===== src/rtl/core/assert_macros.svh =====
// Assertion macros shared by the RTL of the hash table block.
// No dependencies; define SYNTH to compile every assertion away.
`ifndef ASSERT_MACROS_SVH
`define ASSERT_MACROS_SVH

`ifndef SYNTH
`define ASSERT_CLK(label, clk, prop, msg) \
  label: assert property (@(posedge clk) prop) else $error(msg);
`define ASSERT_RST(label, clk, rst_n, prop, msg) \
  label: assert property (@(posedge clk) disable iff (!rst_n) prop) else $error(msg);
`else
`define ASSERT_CLK(label, clk, prop, msg)
`define ASSERT_RST(label, clk, rst_n, prop, msg)
`endif

`endif


===== src/rtl/core/chtd_pkg.sv =====
// Types and constants of the clustered hash table block.
// No dependencies; used by the way evaluator and the top level.
package chtd_pkg;

  localparam int TAG_W   = 16;
  localparam int COUNT_W = 13;
  localparam int GEN_W   = 8;

  localparam logic [COUNT_W-1:0] COUNT_MAX  = 13'd8191;
  localparam int unsigned        AGE_MARGIN = 3;

  localparam logic CMD_LOOKUP = 1'b0;
  localparam logic CMD_SAVE   = 1'b1;

  typedef enum logic [2:0] {
    STAT_MISS     = 3'd0,
    STAT_HIT      = 3'd1,
    STAT_STORED   = 3'd2,
    STAT_REPLACED = 3'd3,
    STAT_DROPPED  = 3'd4
  } status_e;

  // One way of a cluster as kept in the table memory.
  typedef struct packed {
    logic               valid;
    logic [TAG_W-1:0]   tag;
    logic signed [15:0] eval;
    logic [7:0]         depth;
    logic [1:0]         flag;
    logic [15:0]        move;
    logic [GEN_W-1:0]   gen;
  } way_entry_t;

  // Verdict of the shared compare unit on one way.
  typedef struct packed {
    logic empty;
    logic hit;
    logic old;
  } way_eval_t;

endpackage


===== src/rtl/core/chtd_way_eval.sv =====
// Shared compare unit: judges one way of a cluster for hit, empty and age/depth victim.
// Depends on chtd_pkg.
module chtd_way_eval (
  input  chtd_pkg::way_entry_t          entry_i,
  input  logic [chtd_pkg::TAG_W-1:0]    tag_i,
  input  logic [7:0]                    depth_i,
  input  logic [chtd_pkg::GEN_W-1:0]    cur_gen_i,
  output chtd_pkg::way_eval_t           eval_o
);
  import chtd_pkg::*;

  logic [GEN_W:0] aged_gen;

  // Generation plus margin without wrap.
  assign aged_gen = {1'b0, entry_i.gen} + (GEN_W + 1)'(AGE_MARGIN);

  assign eval_o.empty = !entry_i.valid;
  assign eval_o.hit   = entry_i.valid && (entry_i.tag == tag_i);
  assign eval_o.old   = (entry_i.depth < depth_i) || (aged_gen < {1'b0, cur_gen_i});

endmodule

===== config.mk =====
export PLATFORM = sky130hd
export DESIGN_NAME = chtd_way_eval
export DESIGN_NICKNAME = d
export VERILOG_FILES = /design/src/rtl/core/assert_macros.svh /design/src/rtl/core/chtd_pkg.sv /design/src/rtl/core/chtd_way_eval.sv
export SDC_FILE = /design/constraint.sdc
export NUM_CORES = 1
export LEC_CHECK = 0
export BUFFER_PORTS_ARGS = -buffer_cell sky130_fd_sc_hd__buf_2
export CAP_MARGIN = 5
export CORE_MARGIN = 4
export CORE_UTILIZATION = 33
export DETAILED_ROUTE_END_ITERATION = 10
export PLACE_DENSITY = 0.95
export SYNTH_ARGS = -nofsm -noshare
export SYNTH_HDL_FRONTEND = slang
export SYNTH_SLANG_ARGS = --single-unit

===== constraint.sdc =====
create_clock -name vclk -period 4.2
set_input_delay 0.84 -clock vclk [all_inputs]
set_output_delay 0.84 -clock vclk [all_outputs]
set_load 0.01 [all_outputs]

==> results of run 1 <==
## report_power, final
part           leakage, nW   total, W  internal, W  switching [W]
Sequential               0          0            0              0
Combinational        0.640  0.0000929    0.0000511      0.0000417
Clock                    0          0            0              0
## cell type report
cell class	count	area, µm²	share of cell area
Tap cell	27	33.78	0.03207
Multi-Input combinational cell	69	608.1	0.5772
Timing Repair Buffer	68	340.3	0.3230
Inverter	19	71.32	0.06770
## worst max path at each step
stage | end | slack, ps | cells after the start
finish | eval_o[0] | 570 | 12
global route | eval_o[0] | 380 | 12
CTS | eval_o[0] | 550 | 12
detailed placement | eval_o[0] | 560 | 12
global placement | eval_o[0] | 550 | 12
floorplan | eval_o[0] | 880 | 10
## layer usage
metal,part of all wire,global-route usage,vias to the layer above
met1,0.36,0.1403,333
met2,0.50,0.2571,50
li1,-,-,445
met3,0.13,0.01972,2
met5,0,0,-
met4,0.0085,0.01277,0
## Yosys cell counts, drive strengths merged
master   number
a2111oi       1
a211oi        1
a21o          2
a21oi         5
ha           15
inv          19
nand2         1
nand3         2
nand3b        1
nand4         3
nor2          2
nor2b         1
nor3          3
nor4          3
o2111ai       4
o21ai         1
o2bb2ai       1
or3b          1
xnor2         4
xor2         18
## through the flow
| stage | total power, W | hold WS [ps] | worst slack (ps) |
|---|---|---|---|
| global route | 0.0001070 | 1949 | 382.1 |
| detailed placement | 0.00009415 | 1936 | 555.1 |
| finish | 0.00009285 | 1934 | 565.8 |
| floorplan | 0.00004882 | 1737 | 883.2 |
| global placement | 0.00009077 | 1934 | 553.8 |
| CTS | 0.00009456 | 1937 | 554.4 |
## critical path, delay by kind of cell
| kind | cells | cell delay, ps |
|---|---|---|
| XOR/XNOR | 1 | 170 |
| AND/OR/NAND/NOR | 3 | 380 |
| buffers and inverters | 3 | 290 |
| AO/OA/AOI/OAI | 3 | 610 |
| adder cells (fa/ha/maj) | 2 | 490 |
## kinds of logic (layout without fill, tap and decap cells)
family,after synthesis,after routing,share of synthesized area
AOI/OAI and AO/OA,15,15,0.1639
xor gates and xnor gates,22,22,0.2836
adders and majority gates,15,15,0.2762
buffers and inverters,19,87,0.1050
and+or+nand+nor,17,17,0.1713
==> out/metrics.yaml, run 1 <==
status: "finished, final reports clean"
io_pins: 102
fmax_ghz: 0.2752
grt_pass1_wl_mm: 2.842
min_path_cells: 3
drc_errors: 0
start_util: 0.3463
cp_cell_sequence: "buf_2, inv_1, ha_1, nand3b_4, nor2_1, xor2_1, ha_1, a21oi_1, nor2b_1, a2111oi_2, o2bb2ai_1, buf_2"
gp_congestion: 0.7274
powerDensity_nw_per_um2: 88.14
fin_crit_sh: 0.8653
worstPathArrival_ps: 2790
fp.dieH_um: 53.38
worstHoldStart: "entry_i[66]"
ys_warn_count: 0
drive_above_1_share: 0.4615
fin_crit_ps: 3634
place_hpwl_mm: 1.856
antenna_found_initial: 0
drtAntennaViolNets: 0
vias: 830
die_w_um: 53.38
cp_slowest_cell: "a2111oi_2"
required_ps: 3360
clkbuf_count: 0
grt_pass1_vias: 780
fill_cells: 193
syn_area_um2: 679.4
ys_seq_area_frac: 0
portBuffers: 68
drt_iter0_drc: 2
finalInstanceArea_um2: 1054
crit_path_start: "entry_i[0]"
holdBufCountCts: 0
path_max_fanout: 4
drv_slew: 0
synth_top_area_frac: 0.2762
leakagePower_nw: 0.6398
grt_usage: 0.1279
layout.nets: 272
whs_endpoint: "eval_o[2]"
ir_drop_mv: 0.04876
antenna_cells: 0
via_per_inst: 4.536
dp.cells: 183
grt_overflow_total: 0
synthCells: 88
synth_area_leaders: "ha_1 (28%), xor2_1 (23%), inv_1 (10%)"
tightest_slew_ps: 265.1
placed_cell_area_um2: 1054
path_class: "input pin to primary output"
grt_max_degree: 5
regArea_um2: 0
area_growth_pct: 55.06
hp-class: "input pin to primary output"
finalHoldViolations: 0
drt-total-wl_mm: 1.889
synth_cell_types: 22
final_cell_mix: "buf_2 (68), inv_1 (19), xor2_1 (18), ha_1 (15), a21oi_1 (5)"
nFlopsAndLatches: 0
yosysTopAreaCell: "ha_1"
layout_commonest_cell: "buf_2"
ctsResizeCount: 0
fp.dieArea_um2: 2849
worstSetupStartpointType: "input pin"
drv_cap: 0
synth_nets: 202
core_area_um2: 1962
slew_headroom: 0.8219
finalSetupViolations: 0
num_rows: 16
fin_setup_tns_ps: 0
end_kind: "primary output"
fin_util: 0.5370
first_pass_iters: 4
final-instance-count-excl-fill: 183
cts_setup_buffers: 0
syn_area_per_cell_um2: 7.720
avgRoutedWirePerCell_um: 10.32
rsz0062_at_grt: "false"
critPathMaxStageDelay_ps: 320
Power figures use the tool's default switching activity.
==> run 2: changes to the inputs <==
--- a/config.mk
+++ b/config.mk
@@ -5,10 +5,11 @@
 export SDC_FILE = /design/constraint.sdc
 export NUM_CORES = 1
 export LEC_CHECK = 0
+export ABC_AREA = 1
 export BUFFER_PORTS_ARGS = -buffer_cell sky130_fd_sc_hd__buf_2
 export CAP_MARGIN = 5
 export CORE_MARGIN = 4
-export CORE_UTILIZATION = 33
+export CORE_UTILIZATION = 37
 export DETAILED_ROUTE_END_ITERATION = 10
 export PLACE_DENSITY = 0.95
 export SYNTH_ARGS = -nofsm -noshare
==> run 2 against run 1 <==
Net effect: worst setup slack gained 330 ps; synthesized cell count is 84% higher; synthesized area is 24% higher; count of clock-buffer cells in the layout did not move; die area is 8.8% higher; sequential share of layout area is the same; combinational power grew 13%; fmax is 10% higher; hold slack worse by 16 ps; non-clock buffer count unchanged; via count grew 29%; largest cell class unchanged.
==> out/metrics.yaml, run 2 <==
status: "finished, final reports clean"
fin_crit_sh: 0.7863
fp.dieArea_um2: 3099
hp-class: "input pin to primary output"
fin_ws_ps: 897.6
hold_ws_ps: 1918
ys_seq_area_frac: 0
required_ps: 3360
ctsResizeCount: 0
drt-total-wl_mm: 2.040
vias: 1074
worstSetupStartpointType: "input pin"
drive_above_1_share: 0.3217
end_kind: "primary output"
area_growth_pct: 44.49
grt_overflow_total: 0
finalSetupViolations: 0
nFlopsAndLatches: 0
fp.dieH_um: 55.67
start_util: 0.4078
grt_max_degree: 5
rsz0062_at_grt: "false"
synth_area_leaders: "nand2_1 (23%), ha_1 (22%), inv_1 (22%)"
grt_pass1_wl_mm: 3.629
crit_end: "eval_o[0]"
placed_cell_area_um2: 1215
multi_input_area_um2: 649.4
holdBufCountCts: 0
powerDensity_nw_per_um2: 86.24
synth_nets: 276
die_w_um: 55.67
grt_usage: 0.1327
gp_congestion: 0.7915
synthCells: 162
core_area_um2: 2062
antenna_cells: 0
avgRoutedWirePerCell_um: 7.938
fill_cells: 209
regArea_um2: 0
cts_setup_buffers: 0
fin_util: 0.5892
worstPathArrival_ps: 2460
drtAntennaViolNets: 0
drt_iter0_drc: 27
first_pass_iters: 4
grt_pass1_vias: 1003
finalInstanceArea_um2: 1215
synth_top_area_frac: 0.2321
syn_area_um2: 840.8
drv_slew: 0
crit_path_start: "entry_i[0]"
path_class: "input pin to primary output"
clkbuf_count: 0
antenna_found_initial: 0
ys_top_cells_by_count: "nand2_1 (52), inv_1 (49), ha_1 (15)"
io_pins: 102
drv_cap: 0
dpl_worst_slack_ps: 882.1
layout_commonest_cell: "buf_2"
yosysMostFrequentCell: "nand2_1"
leakagePower_nw: 0.8845
path_max_fanout: 3
yosysTopAreaCell: "nand2_1"
ys_warn_count: 0
drc_errors: 0
fin_crit_ps: 3302
portBuffers: 68
layout.nets: 346
fin_setup_tns_ps: 0
fmax_ghz: 0.3028
finalHoldViolations: 0
slew_headroom: 0.8941
synth_cell_types: 17
final_cell_mix: "buf_2 (68), nand2_1 (52), inv_1 (49), ha_1 (15), nor2_1 (14)"
place_hpwl_mm: 1.979
syn_area_per_cell_um2: 5.190
num_rows: 16
ir_drop_mv: 0.04421
via_per_inst: 4.179
tightest_slew_ps: 157.7
[run 2: per-stage QoR]
step	cells	power [W]
after floorplan	162	0.00006055
after global placement	257	0.0001025
after detailed placement	257	0.0001060
after CTS	257	0.0001066
after global routing	257	0.0001237
final	257	0.0001048
[run 2: worst min-delay path by stage]
stage / startpoint / to / depth (start not counted)
after floorplan: entry_i[66] / eval_o[2] / 1
after global placement: entry_i[66] / eval_o[2] / 3
after detailed placement: entry_i[66] / eval_o[2] / 3
after CTS: entry_i[66] / eval_o[2] / 3
after global routing: entry_i[66] / eval_o[2] / 3
final: entry_i[66] / eval_o[2] / 3
[run 2: cell type report]
cell class | count | share of cell area
inverter | 51 | 0.1576
multi-input combinational | 111 | 0.5345
timing repair buffer | 68 | 0.2801
tap | 27 | 0.02781
[run 2: critical path, stage by stage]
cell,delay [ps]
buf_2,110
inv_1,40
ha_1,240
nor2_4,150
nand3_1,90
xor2_1,160
ha_1,290
a21oi_1,150
o21bai_1,70
nor2_1,100
nand2_1,50
nand2_1,50
buf_2,120
[run 2: power breakdown]
group / internal, W / switching (W) / total, W
registers: 0 / 0 / 0
clock network: 0 / 0 / 0
logic: 0.0000538 / 0.0000509 / 0.000105
total: 0.0000538 / 0.0000509 / 0.000105
[run 2: cell families after synthesis]
logic type,synth area share
xor gates and xnor gates,0.1250
and+or+nand+nor,0.3601
AOI/OAI and AO/OA,0.06397
buffers and inverters,0.2277
adders and majority gates,0.2232
[run 2: layer usage]
layer  global-route usage  vias up  wire, µm
li1                     -      602         -
met1               0.1442      430       795
met2               0.2838       42      1090
met3              0.01160        0       154
met4                    0        0         0
met5                    0        -         0
==> run 3: changes to the inputs <==
--- a/config.mk
+++ b/config.mk
@@ -9,7 +9,7 @@
 export BUFFER_PORTS_ARGS = -buffer_cell sky130_fd_sc_hd__buf_2
 export CAP_MARGIN = 5
 export CORE_MARGIN = 4
-export CORE_UTILIZATION = 37
+export CORE_UTILIZATION = 35
 export DETAILED_ROUTE_END_ITERATION = 10
 export PLACE_DENSITY = 0.95
 export SYNTH_ARGS = -nofsm -noshare
==> constraint.sdc (replaced) <==
create_clock -name vclk -period 3.45
set_input_delay 0.69 -clock vclk [all_inputs]
set_output_delay 0.69 -clock vclk [all_outputs]
set_load 0.01 [all_outputs]
==> run 3 against run 2 <==
Net effect: worst setup slack got worse by 460 ps; core utilization decreased by 5.0 points; critical path depth unchanged; die area increased by 4.9%; largest cell class unchanged.
==> out/metrics.yaml, run 3 (synthesis results as in run 2) <==
clkbuf_count: 0
ir_drop_mv: 0.04710
fp.dieArea_um2: 3251
grt_pass1_vias: 942
worstHoldStart: "entry_i[66]"
crit_path_start: "entry_i[0]"
grt_max_degree: 5
finalInstanceArea_um2: 1216
regArea_um2: 0
antenna_found_initial: 0
start_util: 0.3729
fin_crit_sh: 0.8725
crit_cells: 13
end_kind: "primary output"
fp.dieH_um: 57.02
layout.nets: 346
grt_usage: 0.1170
rsz0062_at_grt: "false"
hp-class: "input pin to primary output"
path_class: "input pin to primary output"
avgRoutedWirePerCell_um: 8.194
grt_pass1_wl_mm: 3.256
place_hpwl_mm: 2.030
area_growth_pct: 44.64
num_rows: 17
drt_iter0_drc: 17
drt-total-wl_mm: 2.114
worstSetupStartpointType: "input pin"
ctsResizeCount: 0
drv_slew: 0
holdBufCountCts: 0
critPathMaxStageDelay_ps: 280
leakagePower_nw: 0.8845
fill_cells: 247
power_w: 0.0001284
path_max_fanout: 3
fmax_ghz: 0.3322
finalHoldViolations: 0
nFlopsAndLatches: 0
antenna_cells: 0
cp.buffers_inverters: 3
tightest_slew_ps: 156.2
io_pins: 102
whs_endpoint: "eval_o[2]"
dpl_worst_slack_ps: 434.3
via_per_inst: 4.194
gp_congestion: 0.8089
fin_crit_ps: 3010
worstPathArrival_ps: 2320
drive_above_1_share: 0.3217
layout_commonest_cell: "buf_2"
drtAntennaViolNets: 0
cp_cell_sequence: "buf_2, inv_1, ha_1, nor2_4, nand3_1, xor2_1, ha_1, a21oi_1, o21bai_1, nor2_1, nand2_1, nand2_1, buf_2"
first_pass_iters: 4
placed_cell_area_um2: 1216
status: "finished, final reports clean"
slew_headroom: 0.8951
min_path_cells: 3
cts_setup_buffers: 0
required_ps: 2760
crit_family: "adder cells"
core_area_um2: 2255
die_w_um: 57.02
cp_slowest_cell: "ha_1"
drv_cap: 0
fin_ws_ps: 440.0
finalSetupViolations: 0
vias: 1082
final_cell_mix: "buf_2 (68), nand2_1 (52), inv_1 (49), ha_1 (15), nor2_1 (14)"
grt_overflow_total: 0
fin_setup_tns_ps: 0
powerDensity_nw_per_um2: 105.6
portBuffers: 68
drc_errors: 0
-- run 3: final cells by class --
| type | instances | area [µm²] | area share |
|---|---|---|---|
| Timing Repair Buffer | 68 | 340.3 | 0.2798 |
| Tap cell | 28 | 35.03 | 0.02881 |
| Multi-Input combinational cell | 111 | 649.4 | 0.5339 |
| Inverter | 51 | 191.4 | 0.1574 |
-- run 3: tightest hold or removal path, stage by stage --
cell and delay (ps):
buf_2 80, inv_2 30, buf_2 120
-- run 3: layer usage --
| metal | up-vias | GRT usage | part of all wire |
|---|---|---|---|
| met2 | 31 | 0.2773 | 0.58 |
| met4 | 0 | 0 | 0 |
| li1 | 605 | - | - |
| met1 | 446 | 0.1092 | 0.35 |
| met3 | 0 | 0.004525 | 0.069 |
| met5 | - | 0 | 0 |
-- run 3: worst max path at each step --
stage	to	slack [ps]
final	eval_o[0]	440
after global routing	eval_o[0]	280
after CTS	eval_o[0]	430
after detailed placement	eval_o[0]	430
after global placement	eval_o[0]	460
after floorplan	eval_o[0]	750
-- run 3: report_power, final --
part | internal, W | switching, W
combinational | 0.0000655 | 0.0000629
sequential | 0 | 0
clock | 0 | 0
total | 0.0000655 | 0.0000629
-- run 3: stage by stage --
| step | utilization | hold slack [ps] | instances |
|---|---|---|---|
| 4_1_cts | 0.5394 | 1622 | 258 |
| 3_3_place_gp | 0.5394 | 1616 | 258 |
| 5_1_grt | 0.5394 | 1632 | 258 |
| 2_1_floorplan | - | 1408 | 162 |
| 6_report | 0.5394 | 1619 | 258 |
| 3_5_place_dp | 0.5394 | 1621 | 258 |
